[config.mk]
export PLATFORM = sky130hd
export DESIGN_NAME = channel_reconnect_backoff_core
export DESIGN_NICKNAME = d
export VERILOG_FILES = /design/src/hdl/cbr_pkg.sv /design/src/hdl/channel_reconnect_backoff_core.sv /design/src/hdl/cbr_ctrl.sv /design/src/hdl/cbr_datapath.sv
export SDC_FILE = /design/constraint.sdc
export NUM_CORES = 2
export LEC_CHECK = 0
export ABC_AREA = 1
export BUFFER_PORTS_ARGS = -buffer_cell sky130_fd_sc_hd__buf_2
export CORE_ASPECT_RATIO = 0.8
export CORE_MARGIN = 10
export CORE_UTILIZATION = 35
export CTS_CLUSTER_DIAMETER = 40
export CTS_CLUSTER_SIZE = 28
export DETAILED_ROUTE_END_ITERATION = 10
export MAX_ROUTING_LAYER = met4
export SETUP_SLACK_MARGIN = 0.3
export SLEW_MARGIN = 20
export SYNTH_ARGS = -nofsm -noshare
export SYNTH_HDL_FRONTEND = slang
export SYNTH_HIERARCHICAL = 1
export SYNTH_SLANG_ARGS = --single-unit
[constraint.sdc]
create_clock -name i_clk -period 22.3 [get_ports i_clk]
set_clock_uncertainty 0.05 [all_clocks]
set_input_delay 5.575 -clock i_clk [delete_from_list [all_inputs] [get_ports i_clk]]
set_output_delay 5.575 -clock i_clk [all_outputs]
set_load 0.01 [all_outputs]
[src/hdl/cbr_pkg.sv]
package cbr_pkg;

    // Field and register widths
    localparam int unsigned OP_W       = 3;
    localparam int unsigned CH_W       = 3;
    localparam int unsigned CFG_IDX_W  = 2;
    localparam int unsigned CFG_DATA_W = 64;
    localparam int unsigned JIT_W      = 64;
    localparam int unsigned DELAY_W    = 16;
    localparam int unsigned ATT_W      = 7;
    localparam int unsigned PHASE_W    = 2;
    localparam int unsigned CNT_W      = 32;

    // Datapath widths
    localparam int unsigned SHIFT_W  = 3;
    localparam int unsigned UNJ_W    = DELAY_W + 6;   // base << 6
    localparam int unsigned FOLD_W   = 22;            // sum of three 20-bit chunks and a 4-bit top chunk
    localparam int unsigned MODT_W   = 12;            // biased residue before mod 41
    localparam int unsigned FACTOR_W = 7;             // 80..120
    localparam int unsigned PROD_W   = DELAY_W + FACTOR_W;
    localparam int unsigned RECIP_W  = 24;
    localparam int unsigned DIVP_W   = PROD_W + RECIP_W;
    localparam int unsigned QUOT_W   = 17;
    localparam int unsigned DIV_SHIFT = 30;

    // Operation codes
    localparam logic [OP_W-1:0] OP_CONNECTED    = 3'd0;
    localparam logic [OP_W-1:0] OP_FAILURE      = 3'd1;
    localparam logic [OP_W-1:0] OP_AGG_FAILURE  = 3'd2;
    localparam logic [OP_W-1:0] OP_RECONNECTING = 3'd3;

    // Phase codes
    localparam logic [PHASE_W-1:0] PHASE_CONNECTED    = 2'd0;
    localparam logic [PHASE_W-1:0] PHASE_DEGRADED     = 2'd1;
    localparam logic [PHASE_W-1:0] PHASE_RECONNECTING = 2'd2;

    // Configuration register indexes
    localparam logic [CFG_IDX_W-1:0] CFG_JITTER_SEED = 2'd0;
    localparam logic [CFG_IDX_W-1:0] CFG_BASE_DELAY  = 2'd1;
    localparam logic [CFG_IDX_W-1:0] CFG_MAX_DELAY   = 2'd2;

    localparam logic [JIT_W-1:0]   SEED_RESET   = 64'h9e3779b97f4a7c15;
    localparam logic [JIT_W-1:0]   SEED_IF_ZERO = 64'h9e3779b97f4a7c15;
    localparam logic [JIT_W-1:0]   STATE_IF_ZERO = 64'hd1b54a32d192ed03;
    localparam logic [DELAY_W-1:0] BASE_RESET   = 16'd100;
    localparam logic [DELAY_W-1:0] MAX_RESET    = 16'd5000;

    localparam logic [ATT_W-1:0]    ATT_MAX     = 7'd64;
    localparam logic [SHIFT_W-1:0]  SHIFT_MAX   = 3'd6;
    localparam logic [FACTOR_W-1:0] FACTOR_BASE = 7'd80;

    // r mod 41: 2^10 == -1 (mod 41), reciprocal 1599 / 2^16 is exact below 2849
    localparam logic [MODT_W-1:0] MOD_BIAS    = 12'd1025;
    localparam logic [10:0]       MOD_RECIP   = 11'd1599;
    localparam int unsigned       MOD_SHIFT   = 16;
    localparam logic [MODT_W-1:0] MOD_DIVISOR = 12'd41;

    // x / 100 as (x * ceil(2^30 / 100)) >> 30, exact for x < 14e6
    localparam logic [RECIP_W-1:0] DIV_RECIP = 24'd10737419;

    typedef struct packed {
        logic capture;
        logic prep;
        logic mod;
        logic scale;
        logic div;
        logic commit;
    } t_cmd;

    typedef struct packed {
        logic is_fail;
    } t_status;

    function automatic logic [JIT_W-1:0] xorshift(input logic [JIT_W-1:0] s);
        logic [JIT_W-1:0] v;
        v = s ^ (s << 13);
        v = v ^ (v >> 7);
        v = v ^ (v << 17);
        return v;
    endfunction

    function automatic logic [CNT_W-1:0] sat_inc(input logic [CNT_W-1:0] v);
        return (v == '1) ? v : v + CNT_W'(1);
    endfunction

endpackage

[src/hdl/channel_reconnect_backoff_core.sv]
// Reconnect backoff tracker for a table of channels. Pulse i_start with an
// operation and a channel while o_busy is low; the event is taken on that
// edge and o_busy rises. Exactly one result beat follows: o_done is high for
// a single cycle and the result ports are valid only in that cycle, so the
// receiver must take it then - there is no way to hold it off. Connected,
// reconnecting, query and out-of-range events pass through the prep and
// commit states; failures also run the jitter chain (mod-41 reduction, one
// scaling multiply, one reciprocal multiply for the divide by 100), each a
// registered step. o_busy is already low in the cycle that shows o_done, so
// a new event may be issued there. Configuration writes (i_cfg_we with
// i_cfg_index 0 seed, 1 base delay, 2 max delay) take effect at once and
// are meant for idle periods only; other indexes are ignored.
module channel_reconnect_backoff_core #(
    parameter int unsigned NUM_CHANNELS = 8
) (
    input  logic                                i_clk,
    input  logic                                i_rst_n,
    input  logic                                i_start,
    output logic                                o_busy,
    input  logic [cbr_pkg::OP_W-1:0]            i_operation,
    input  logic [cbr_pkg::CH_W-1:0]            i_channel,
    input  logic                                i_cfg_we,
    input  logic [cbr_pkg::CFG_IDX_W-1:0]       i_cfg_index,
    input  logic [cbr_pkg::CFG_DATA_W-1:0]      i_cfg_data,
    output logic                                o_done,
    output logic                                o_recovered,
    output logic [cbr_pkg::PHASE_W-1:0]         o_phase,
    output logic [cbr_pkg::ATT_W-1:0]           o_attempts,
    output logic [cbr_pkg::DELAY_W-1:0]         o_retry_delay_ms,
    output logic [cbr_pkg::CNT_W-1:0]           o_interruptions,
    output logic [cbr_pkg::CNT_W-1:0]           o_recoveries,
    output logic [cbr_pkg::CNT_W-1:0]           o_metered_failures
);

    // Controller sequences the steps; datapath owns the table and arithmetic
    cbr_pkg::t_cmd    w_cmd;
    cbr_pkg::t_status w_status;

    cbr_ctrl u_ctrl (
        .i_clk    (i_clk),
        .i_rst_n  (i_rst_n),
        .i_start  (i_start),
        .i_status (w_status),
        .o_cmd    (w_cmd),
        .o_busy   (o_busy)
    );

    // Each result beat leaves the datapath output registers directly
    cbr_datapath #(
        .NUM_CHANNELS (NUM_CHANNELS)
    ) u_datapath (
        .i_clk                (i_clk),
        .i_rst_n              (i_rst_n),
        .i_cmd                (w_cmd),
        .o_status             (w_status),
        .i_operation          (i_operation),
        .i_channel            (i_channel),
        .i_cfg_we             (i_cfg_we),
        .i_cfg_index          (i_cfg_index),
        .i_cfg_data           (i_cfg_data),
        .o_done               (o_done),
        .o_recovered          (o_recovered),
        .o_phase              (o_phase),
        .o_attempts           (o_attempts),
        .o_retry_delay_ms     (o_retry_delay_ms),
        .o_interruptions      (o_interruptions),
        .o_recoveries         (o_recoveries),
        .o_metered_failures   (o_metered_failures)
    );

endmodule

[src/hdl/cbr_ctrl.sv]
module cbr_ctrl (
    input  logic             i_clk,
    input  logic             i_rst_n,
    input  logic             i_start,
    input  cbr_pkg::t_status i_status,
    output cbr_pkg::t_cmd    o_cmd,
    output logic             o_busy
);

    typedef enum logic [2:0] {
        S_IDLE,
        S_PREP,
        S_MOD,
        S_SCALE,
        S_DIV,
        S_COMMIT
    } t_state;

    t_state r_state, n_state;
    logic   r_busy,  n_busy;

    always_comb begin
        n_state = r_state;
        case (r_state)
            S_IDLE:   n_state = i_start ? S_PREP : S_IDLE;
            S_PREP:   n_state = i_status.is_fail ? S_MOD : S_COMMIT;
            S_MOD:    n_state = S_SCALE;
            S_SCALE:  n_state = S_DIV;
            S_DIV:    n_state = S_COMMIT;
            S_COMMIT: n_state = S_IDLE;
            default:  n_state = S_IDLE;
        endcase
        n_busy = (n_state != S_IDLE);
    end

    always_ff @(posedge i_clk) begin
        if (!i_rst_n) begin
            r_state <= S_IDLE;
            r_busy  <= 1'b0;
        end else begin
            r_state <= n_state;
            r_busy  <= n_busy;
        end
    end

    assign o_cmd.capture = (r_state == S_IDLE) && i_start;
    assign o_cmd.prep    = (r_state == S_PREP);
    assign o_cmd.mod     = (r_state == S_MOD);
    assign o_cmd.scale   = (r_state == S_SCALE);
    assign o_cmd.div     = (r_state == S_DIV);
    assign o_cmd.commit  = (r_state == S_COMMIT);
    assign o_busy        = r_busy;

endmodule

[src/hdl/cbr_datapath.sv]
module cbr_datapath #(
    parameter int unsigned NUM_CHANNELS = 8
) (
    input  logic                                i_clk,
    input  logic                                i_rst_n,
    input  cbr_pkg::t_cmd                       i_cmd,
    output cbr_pkg::t_status                    o_status,
    input  logic [cbr_pkg::OP_W-1:0]            i_operation,
    input  logic [cbr_pkg::CH_W-1:0]            i_channel,
    input  logic                                i_cfg_we,
    input  logic [cbr_pkg::CFG_IDX_W-1:0]       i_cfg_index,
    input  logic [cbr_pkg::CFG_DATA_W-1:0]      i_cfg_data,
    output logic                                o_done,
    output logic                                o_recovered,
    output logic [cbr_pkg::PHASE_W-1:0]         o_phase,
    output logic [cbr_pkg::ATT_W-1:0]           o_attempts,
    output logic [cbr_pkg::DELAY_W-1:0]         o_retry_delay_ms,
    output logic [cbr_pkg::CNT_W-1:0]           o_interruptions,
    output logic [cbr_pkg::CNT_W-1:0]           o_recoveries,
    output logic [cbr_pkg::CNT_W-1:0]           o_metered_failures
);

    // Only channels reachable through the channel field get an entry
    localparam int unsigned CH_SPAN = 1 << cbr_pkg::CH_W;
    localparam int unsigned NCH     = (NUM_CHANNELS < CH_SPAN) ? NUM_CHANNELS : CH_SPAN;
    localparam int unsigned IDX_W   = (NCH > 1) ? $clog2(NCH) : 1;

    // Configuration
    logic [cbr_pkg::JIT_W-1:0]   r_cfg_seed;
    logic [cbr_pkg::DELAY_W-1:0] r_cfg_base;
    logic [cbr_pkg::DELAY_W-1:0] r_cfg_max;

    // Channel table
    logic                          r_seeded [NCH];
    logic [cbr_pkg::PHASE_W-1:0]   r_phase  [NCH];
    logic [cbr_pkg::ATT_W-1:0]     r_att    [NCH];
    logic [cbr_pkg::DELAY_W-1:0]   r_delay  [NCH];
    logic                          r_outage [NCH];
    logic [cbr_pkg::JIT_W-1:0]     r_jit    [NCH];
    logic [cbr_pkg::CNT_W-1:0]     r_int    [NCH];
    logic [cbr_pkg::CNT_W-1:0]     r_rec    [NCH];
    logic [cbr_pkg::CNT_W-1:0]     r_total;

    // Event and pipeline registers
    logic [cbr_pkg::OP_W-1:0]     r_op;
    logic [cbr_pkg::CH_W-1:0]     r_ch;
    logic [cbr_pkg::JIT_W-1:0]    r_jit_next;
    logic [cbr_pkg::ATT_W-1:0]    r_att_next;
    logic [cbr_pkg::DELAY_W-1:0]  r_unj;
    logic [cbr_pkg::FOLD_W-1:0]   r_fold;
    logic [cbr_pkg::FACTOR_W-1:0] r_factor;
    logic [cbr_pkg::PROD_W-1:0]   r_prod;
    logic [cbr_pkg::QUOT_W-1:0]   r_quot;

    // Result registers
    logic                         r_done;
    logic                         r_recovered_out;
    logic [cbr_pkg::PHASE_W-1:0]  r_phase_out;
    logic [cbr_pkg::ATT_W-1:0]    r_att_out;
    logic [cbr_pkg::DELAY_W-1:0]  r_delay_out;
    logic [cbr_pkg::CNT_W-1:0]    r_int_out;
    logic [cbr_pkg::CNT_W-1:0]    r_rec_out;
    logic [cbr_pkg::CNT_W-1:0]    r_total_out;

    logic                         w_in_range;
    logic                         w_is_fail;
    logic [IDX_W-1:0]             w_idx;
    logic                         w_seeded;
    logic [cbr_pkg::PHASE_W-1:0]  w_phase;
    logic [cbr_pkg::ATT_W-1:0]    w_att;
    logic [cbr_pkg::DELAY_W-1:0]  w_delay_cur;
    logic                         w_outage;
    logic [cbr_pkg::CNT_W-1:0]    w_int;
    logic [cbr_pkg::CNT_W-1:0]    w_rec;
    logic [cbr_pkg::JIT_W-1:0]    w_seed_base;
    logic [cbr_pkg::JIT_W-1:0]    w_seed_mix;
    logic [cbr_pkg::JIT_W-1:0]    w_seed_init;
    logic [cbr_pkg::JIT_W-1:0]    w_jit_cur;
    logic [cbr_pkg::JIT_W-1:0]    w_jit_step;
    logic [cbr_pkg::ATT_W-1:0]    w_att_next;
    logic [cbr_pkg::ATT_W-1:0]    w_att_m1;
    logic [cbr_pkg::SHIFT_W-1:0]  w_shift;
    logic [cbr_pkg::UNJ_W-1:0]    w_base_sh;
    logic [cbr_pkg::DELAY_W-1:0]  w_unj;
    logic [cbr_pkg::FOLD_W-1:0]   w_fold;
    logic [cbr_pkg::MODT_W-1:0]   w_modt;
    logic [22:0]                  w_modq_full;
    logic [cbr_pkg::MODT_W-1:0]   w_modq;
    logic [cbr_pkg::MODT_W-1:0]   w_modr;
    logic [cbr_pkg::DIVP_W-1:0]   w_div_full;
    logic [cbr_pkg::QUOT_W-1:0]   w_delay_lo;
    logic [cbr_pkg::DELAY_W-1:0]  w_delay_new;

    logic                         n_seeded;
    logic [cbr_pkg::PHASE_W-1:0]  n_phase;
    logic [cbr_pkg::ATT_W-1:0]    n_att;
    logic [cbr_pkg::DELAY_W-1:0]  n_delay;
    logic                         n_outage;
    logic [cbr_pkg::JIT_W-1:0]    n_jit;
    logic [cbr_pkg::CNT_W-1:0]    n_int;
    logic [cbr_pkg::CNT_W-1:0]    n_rec;
    logic [cbr_pkg::CNT_W-1:0]    n_total;
    logic                         n_recovered;

    assign w_in_range = (32'(r_ch) < NUM_CHANNELS);
    assign w_is_fail  = w_in_range &&
                        ((r_op == cbr_pkg::OP_FAILURE) || (r_op == cbr_pkg::OP_AGG_FAILURE));
    assign o_status.is_fail = w_is_fail;

    assign w_idx       = r_ch[IDX_W-1:0];
    assign w_seeded    = r_seeded[w_idx];
    assign w_phase     = r_phase[w_idx];
    assign w_att       = r_att[w_idx];
    assign w_delay_cur = r_delay[w_idx];
    assign w_outage    = r_outage[w_idx];
    assign w_int       = r_int[w_idx];
    assign w_rec       = r_rec[w_idx];

    // First-use seed, then one generator step
    assign w_seed_base = (r_cfg_seed == '0) ? cbr_pkg::SEED_IF_ZERO : r_cfg_seed;
    assign w_seed_mix  = w_seed_base ^ cbr_pkg::JIT_W'(r_ch);
    assign w_seed_init = (w_seed_mix == '0) ? cbr_pkg::STATE_IF_ZERO : w_seed_mix;
    assign w_jit_cur   = w_seeded ? r_jit[w_idx] : w_seed_init;
    assign w_jit_step  = cbr_pkg::xorshift(w_jit_cur);

    // Unjittered delay: min(max, base << min(attempt - 1, 6))
    assign w_att_next = (w_att < cbr_pkg::ATT_MAX) ? w_att + cbr_pkg::ATT_W'(1) : w_att;
    assign w_att_m1   = w_att_next - cbr_pkg::ATT_W'(1);
    assign w_shift    = (w_att_m1 > cbr_pkg::ATT_W'(cbr_pkg::SHIFT_MAX)) ?
                        cbr_pkg::SHIFT_MAX : w_att_m1[cbr_pkg::SHIFT_W-1:0];
    assign w_base_sh  = cbr_pkg::UNJ_W'(r_cfg_base) << w_shift;
    assign w_unj      = (w_base_sh > cbr_pkg::UNJ_W'(r_cfg_max)) ?
                        r_cfg_max : w_base_sh[cbr_pkg::DELAY_W-1:0];

    // 2^20 == 1 (mod 41): fold the sample into 20-bit chunks
    assign w_fold = cbr_pkg::FOLD_W'(w_jit_step[19:0])  + cbr_pkg::FOLD_W'(w_jit_step[39:20]) +
                    cbr_pkg::FOLD_W'(w_jit_step[59:40]) + cbr_pkg::FOLD_W'(w_jit_step[63:60]);

    // Fold again with 2^10 == -1, bias keeps it positive, then reciprocal divide
    assign w_modt      = cbr_pkg::MODT_W'(r_fold[9:0]) + cbr_pkg::MODT_W'(r_fold[21:20]) +
                         cbr_pkg::MOD_BIAS - cbr_pkg::MODT_W'(r_fold[19:10]);
    assign w_modq_full = 23'(w_modt) * 23'(cbr_pkg::MOD_RECIP);
    assign w_modq      = cbr_pkg::MODT_W'(w_modq_full[22:cbr_pkg::MOD_SHIFT]);
    assign w_modr      = w_modt - cbr_pkg::MODT_W'(w_modq * cbr_pkg::MOD_DIVISOR);

    assign w_div_full  = cbr_pkg::DIVP_W'(r_prod) * cbr_pkg::DIVP_W'(cbr_pkg::DIV_RECIP);

    // Clamp low to 1 first, then high to max
    assign w_delay_lo  = (r_quot == '0) ? cbr_pkg::QUOT_W'(1) : r_quot;
    assign w_delay_new = (w_delay_lo > cbr_pkg::QUOT_W'(r_cfg_max)) ?
                         r_cfg_max : w_delay_lo[cbr_pkg::DELAY_W-1:0];

    always_comb begin
        n_seeded    = w_seeded;
        n_phase     = w_phase;
        n_att       = w_att;
        n_delay     = w_delay_cur;
        n_outage    = w_outage;
        n_jit       = r_jit[w_idx];
        n_int       = w_int;
        n_rec       = w_rec;
        n_total     = r_total;
        n_recovered = 1'b0;
        if (r_op <= cbr_pkg::OP_RECONNECTING) begin
            n_seeded = 1'b1;
            n_jit    = w_jit_cur;
        end
        case (r_op)
            cbr_pkg::OP_CONNECTED: begin
                n_recovered = w_outage;
                if (w_outage) begin
                    n_rec = cbr_pkg::sat_inc(w_rec);
                end
                n_phase  = cbr_pkg::PHASE_CONNECTED;
                n_att    = '0;
                n_delay  = '0;
                n_outage = 1'b0;
            end
            cbr_pkg::OP_FAILURE, cbr_pkg::OP_AGG_FAILURE: begin
                if (!w_outage) begin
                    n_int = cbr_pkg::sat_inc(w_int);
                end
                n_outage = 1'b1;
                n_att    = r_att_next;
                n_phase  = (r_att_next == cbr_pkg::ATT_W'(1)) ?
                           cbr_pkg::PHASE_DEGRADED : cbr_pkg::PHASE_RECONNECTING;
                n_jit    = r_jit_next;
                n_delay  = w_delay_new;
                if (r_op == cbr_pkg::OP_FAILURE) begin
                    n_total = cbr_pkg::sat_inc(r_total);
                end
            end
            cbr_pkg::OP_RECONNECTING: begin
                n_phase = cbr_pkg::PHASE_RECONNECTING;
            end
            default: begin
                n_phase = w_phase;
            end
        endcase
    end

    always_ff @(posedge i_clk) begin
        if (!i_rst_n) begin
            r_cfg_seed <= cbr_pkg::SEED_RESET;
            r_cfg_base <= cbr_pkg::BASE_RESET;
            r_cfg_max  <= cbr_pkg::MAX_RESET;
            r_total    <= '0;
            r_done     <= 1'b0;
            for (int i = 0; i < NCH; i++) begin
                r_seeded[i] <= 1'b0;
                r_phase[i]  <= cbr_pkg::PHASE_CONNECTED;
                r_att[i]    <= '0;
                r_delay[i]  <= '0;
                r_outage[i] <= 1'b0;
                r_int[i]    <= '0;
                r_rec[i]    <= '0;
            end
        end else begin
            if (i_cfg_we) begin
                case (i_cfg_index)
                    cbr_pkg::CFG_JITTER_SEED: r_cfg_seed <= i_cfg_data;
                    cbr_pkg::CFG_BASE_DELAY:  r_cfg_base <= i_cfg_data[cbr_pkg::DELAY_W-1:0];
                    cbr_pkg::CFG_MAX_DELAY:   r_cfg_max  <= i_cfg_data[cbr_pkg::DELAY_W-1:0];
                    default:                  r_cfg_seed <= r_cfg_seed;
                endcase
            end
            r_done <= i_cmd.commit;
            if (i_cmd.commit && w_in_range) begin
                r_seeded[w_idx] <= n_seeded;
                r_phase[w_idx]  <= n_phase;
                r_att[w_idx]    <= n_att;
                r_delay[w_idx]  <= n_delay;
                r_outage[w_idx] <= n_outage;
                r_int[w_idx]    <= n_int;
                r_rec[w_idx]    <= n_rec;
                r_total         <= n_total;
            end
        end
    end

    // Payload: generator state is meaningful only once seeded
    always_ff @(posedge i_clk) begin
        if (i_cmd.capture) begin
            r_op <= i_operation;
            r_ch <= i_channel;
        end
        if (i_cmd.prep) begin
            r_jit_next <= w_jit_step;
            r_att_next <= w_att_next;
            r_unj      <= w_unj;
            r_fold     <= w_fold;
        end
        if (i_cmd.mod) begin
            r_factor <= cbr_pkg::FACTOR_BASE + cbr_pkg::FACTOR_W'(w_modr);
        end
        if (i_cmd.scale) begin
            r_prod <= cbr_pkg::PROD_W'(r_unj) * cbr_pkg::PROD_W'(r_factor);
        end
        if (i_cmd.div) begin
            r_quot <= w_div_full[cbr_pkg::DIV_SHIFT +: cbr_pkg::QUOT_W];
        end
        if (i_cmd.commit && w_in_range) begin
            r_jit[w_idx] <= n_jit;
        end
        if (i_cmd.commit) begin
            r_total_out <= w_in_range ? n_total : r_total;
            if (w_in_range) begin
                r_recovered_out <= n_recovered;
                r_phase_out     <= n_phase;
                r_att_out       <= n_att;
                r_delay_out     <= n_delay;
                r_int_out       <= n_int;
                r_rec_out       <= n_rec;
            end else begin
                r_recovered_out <= 1'b0;
                r_phase_out     <= cbr_pkg::PHASE_CONNECTED;
                r_att_out       <= '0;
                r_delay_out     <= '0;
                r_int_out       <= '0;
                r_rec_out       <= '0;
            end
        end
    end

    assign o_done               = r_done;
    assign o_recovered          = r_recovered_out;
    assign o_phase              = r_phase_out;
    assign o_attempts           = r_att_out;
    assign o_retry_delay_ms     = r_delay_out;
    assign o_interruptions      = r_int_out;
    assign o_recoveries         = r_rec_out;
    assign o_metered_failures   = r_total_out;

endmodule

==> impl_results.md <==
- Status: complete, no violations
- Sequential share of the synthesized area: 0.513
- Setup Total Neg Slack: 0 ns
- Core ar.: 0.268 mm2
- Critical path class: reg -> reg
- CTS H-tree depth: 4
- WP data arrival: 11.16 ns
- F_max: 94.1 MHz
- CP required: 22.83 ns
- Max Cap Violations: 0
- Placed Cells: 13000
- WL final: 295000 um
- CTS buffer count: 241
- RSZ-0062 raised after global routing: no
- Crit. End Element: register
- Ys async rst share: 0
- IO buf count: 199
- Hold Crit Class: reg -> reg
- Root buf cell: clkbuf_16
- Die width: 600 um
- Drt wl/cell: 22.0 um
- Clock sinks: 1660
- Placed cell area: 0.0982 mm2
- Detailed router's first-iteration violation count: 7213
- Measured slew at the worst slew-check pin: 1.21 ns
- Longest Clk Path Bufs: 4
- Number of synthesized flops with an enable pin: 1508
- Most common cell after layout, fill and taps aside: edfxtp_1
- Fin cells: 13400
- CP max stage cell: xor2_1
- Most frequent cells in the layout: edfxtp_1 (1508), nand2_1 (1464), nor2_1 (1340)
- Final min period: 10.63 ns
- Largest net degree at the start of global routing: 132
- Ys Warns: 6
- Die Y: 484 um
- Initial antenna violation count: 60
- Final number of setup-violating endpoints: 0
- Final antenna-violating net count: 0
- Share of cells above drive strength 1: 0.0894
- Post-DP HPWL: 198000 um
- Slew HR: 0.187
- Die area: 0.290 mm2
- Syn Nets: 10500
- Pins Over Slew Limit: 0
- Synthesis-to-finish area growth: 13.3%
- Initial Utilization: 0.351
- Slowest stage delay, CP: 0.63 ns
- I/O Pins: 200
- CTS resizes: 0
- Hold buffers post-CTS: 0
- Syn_area_per_cell: 9.81 um2
- Overall Global Routing Usage: 0.201
- DRC: 0
- Synthesized area: 0.0941 mm2
- Synth Register Bits: 1660
- Hold Path Depth: 2
- CTS tree: yes
- Vias: 71000
- Setup Buffers After CTS: 0
- Worst hold slack: 0.383 ns
- Critical path fanouts, max: 6
- Final nets: 10600
- Final instance area: 0.107 mm2
- Startpoint Class: register
- R2R cell count: 45
- Grt ovf: 0
- Final GP Congestion: 0.973
- Ys flop type: edfxtp_1
- Fin. Hold Viols: 0
- Core Rows: 170
- Cell variety after synth: 69
- Cells after Synth: 9592
- Number of global-route vias before repair: 69200
- Share of the clock period used by the worst path: 0.477
- First-pass GRT wire length: 439000 um
- Drt pass-1 iters: 9
- Via-to-Cell Ratio: 5.29
- Worst-path clk slew: 0.07 ns
- Worst-Skew Late Latency: 0.92 ns
## registers in the layout (all words and copies together), names as in the netlist, 8 cells and up, named ones only
signal and flops:
u_datapath/o_interruptions 32, u_datapath/o_metered_failures 32, u_datapath/o_recoveries 32, u_datapath/o_retry_delay_ms 16, u_datapath/r_att 56, u_datapath/r_cfg_base 16
u_datapath/r_cfg_max 16, u_datapath/r_cfg_seed 64, u_datapath/r_delay 128, u_datapath/r_fold 22, u_datapath/r_int 256, u_datapath/r_jit 512
u_datapath/r_jit_next 64, u_datapath/r_outage 8, u_datapath/r_phase 16, u_datapath/r_prod 23, u_datapath/r_quot 17, u_datapath/r_rec 256
u_datapath/r_seeded 8, u_datapath/r_total 32, u_datapath/r_unj 16
## metal layers
layer	track usage	vias up	part of all wire
met1	0.273	34900	0.43
met4	0.0661	0	0.032
met2	0.309	2938	0.46
li1	-	32700	-
met3	0.0295	502	0.077
met5	-	-	0
## worst paths after layout
path                           start                     end  slack (ns)
min reg2reg  u_datapath/r_cfg_max[3]     u_datapath/r_unj[3]        0.38
max reg2reg    u_datapath/r_fold[10]  u_datapath/r_factor[6]       11.67
min          u_datapath/r_cfg_max[3]     u_datapath/r_unj[3]        0.38
max            u_datapath/r_fold[10]  u_datapath/r_factor[6]       11.67
## worst max-delay path, delay by kind of cell (launching register included)
kind	cells	cell delay, ns
buffers and inverters	6	0.60
adder cells (fa/ha/maj)	13	4.99
flip-flops	1	0.38
AO/OA/AOI/OAI	7	1.47
XOR/XNOR	6	1.50
AND/OR/NAND/NOR	13	1.40
## final cells by class
cell class	instances	area [um2]
antenna	28	70.1
clock buffer	258	6200
clock inverter	191	2190
fill	26100	161000
inverter	1132	4270
multi-input combinational	6346	39500
sequential	1660	48300
tap	3526	4410
timing repair buffer	291	1730
## cell families after synthesis
| kind of cell | count (synthesis) | synth area share |
|---|---|---|
| simple gates | 3408 | 0.149 |
| compound gates | 1896 | 0.111 |
| flops | 1660 | 0.513 |
| buf+inv | 1586 | 0.0697 |
| fa+ha+maj | 808 | 0.134 |
| xor+xnor | 233 | 0.0225 |
| mux | 1 | 0.000106 |
## Yosys cell counts (all sizes together), types with 152 or more instances
cell type,count,area [um2]
fa,339,6790
ha,469,5870
nand2,1495,5650
nand3,252,1300
nor2,1364,5190
clkbuf,262,986
a21oi,389,1960
o21ai,1090,5560
inv,1129,4240
dfxtp,152,3040
buf,192,1320
xor2,195,1780
o22ai,225,1410
edfxtp,1508,45300
## per-stage QoR
stage	setup slack [ns]	util
detailed placement	11.55	0.366
floorplan	6.72	-
finish	11.67	0.398
CTS	11.55	0.398
global route	10.78	0.398
global placement	11.46	0.366
Power is left out: the tool's default activity adds up to more than one toggle a clock period on the data nets, which glitch-free logic cannot reach.
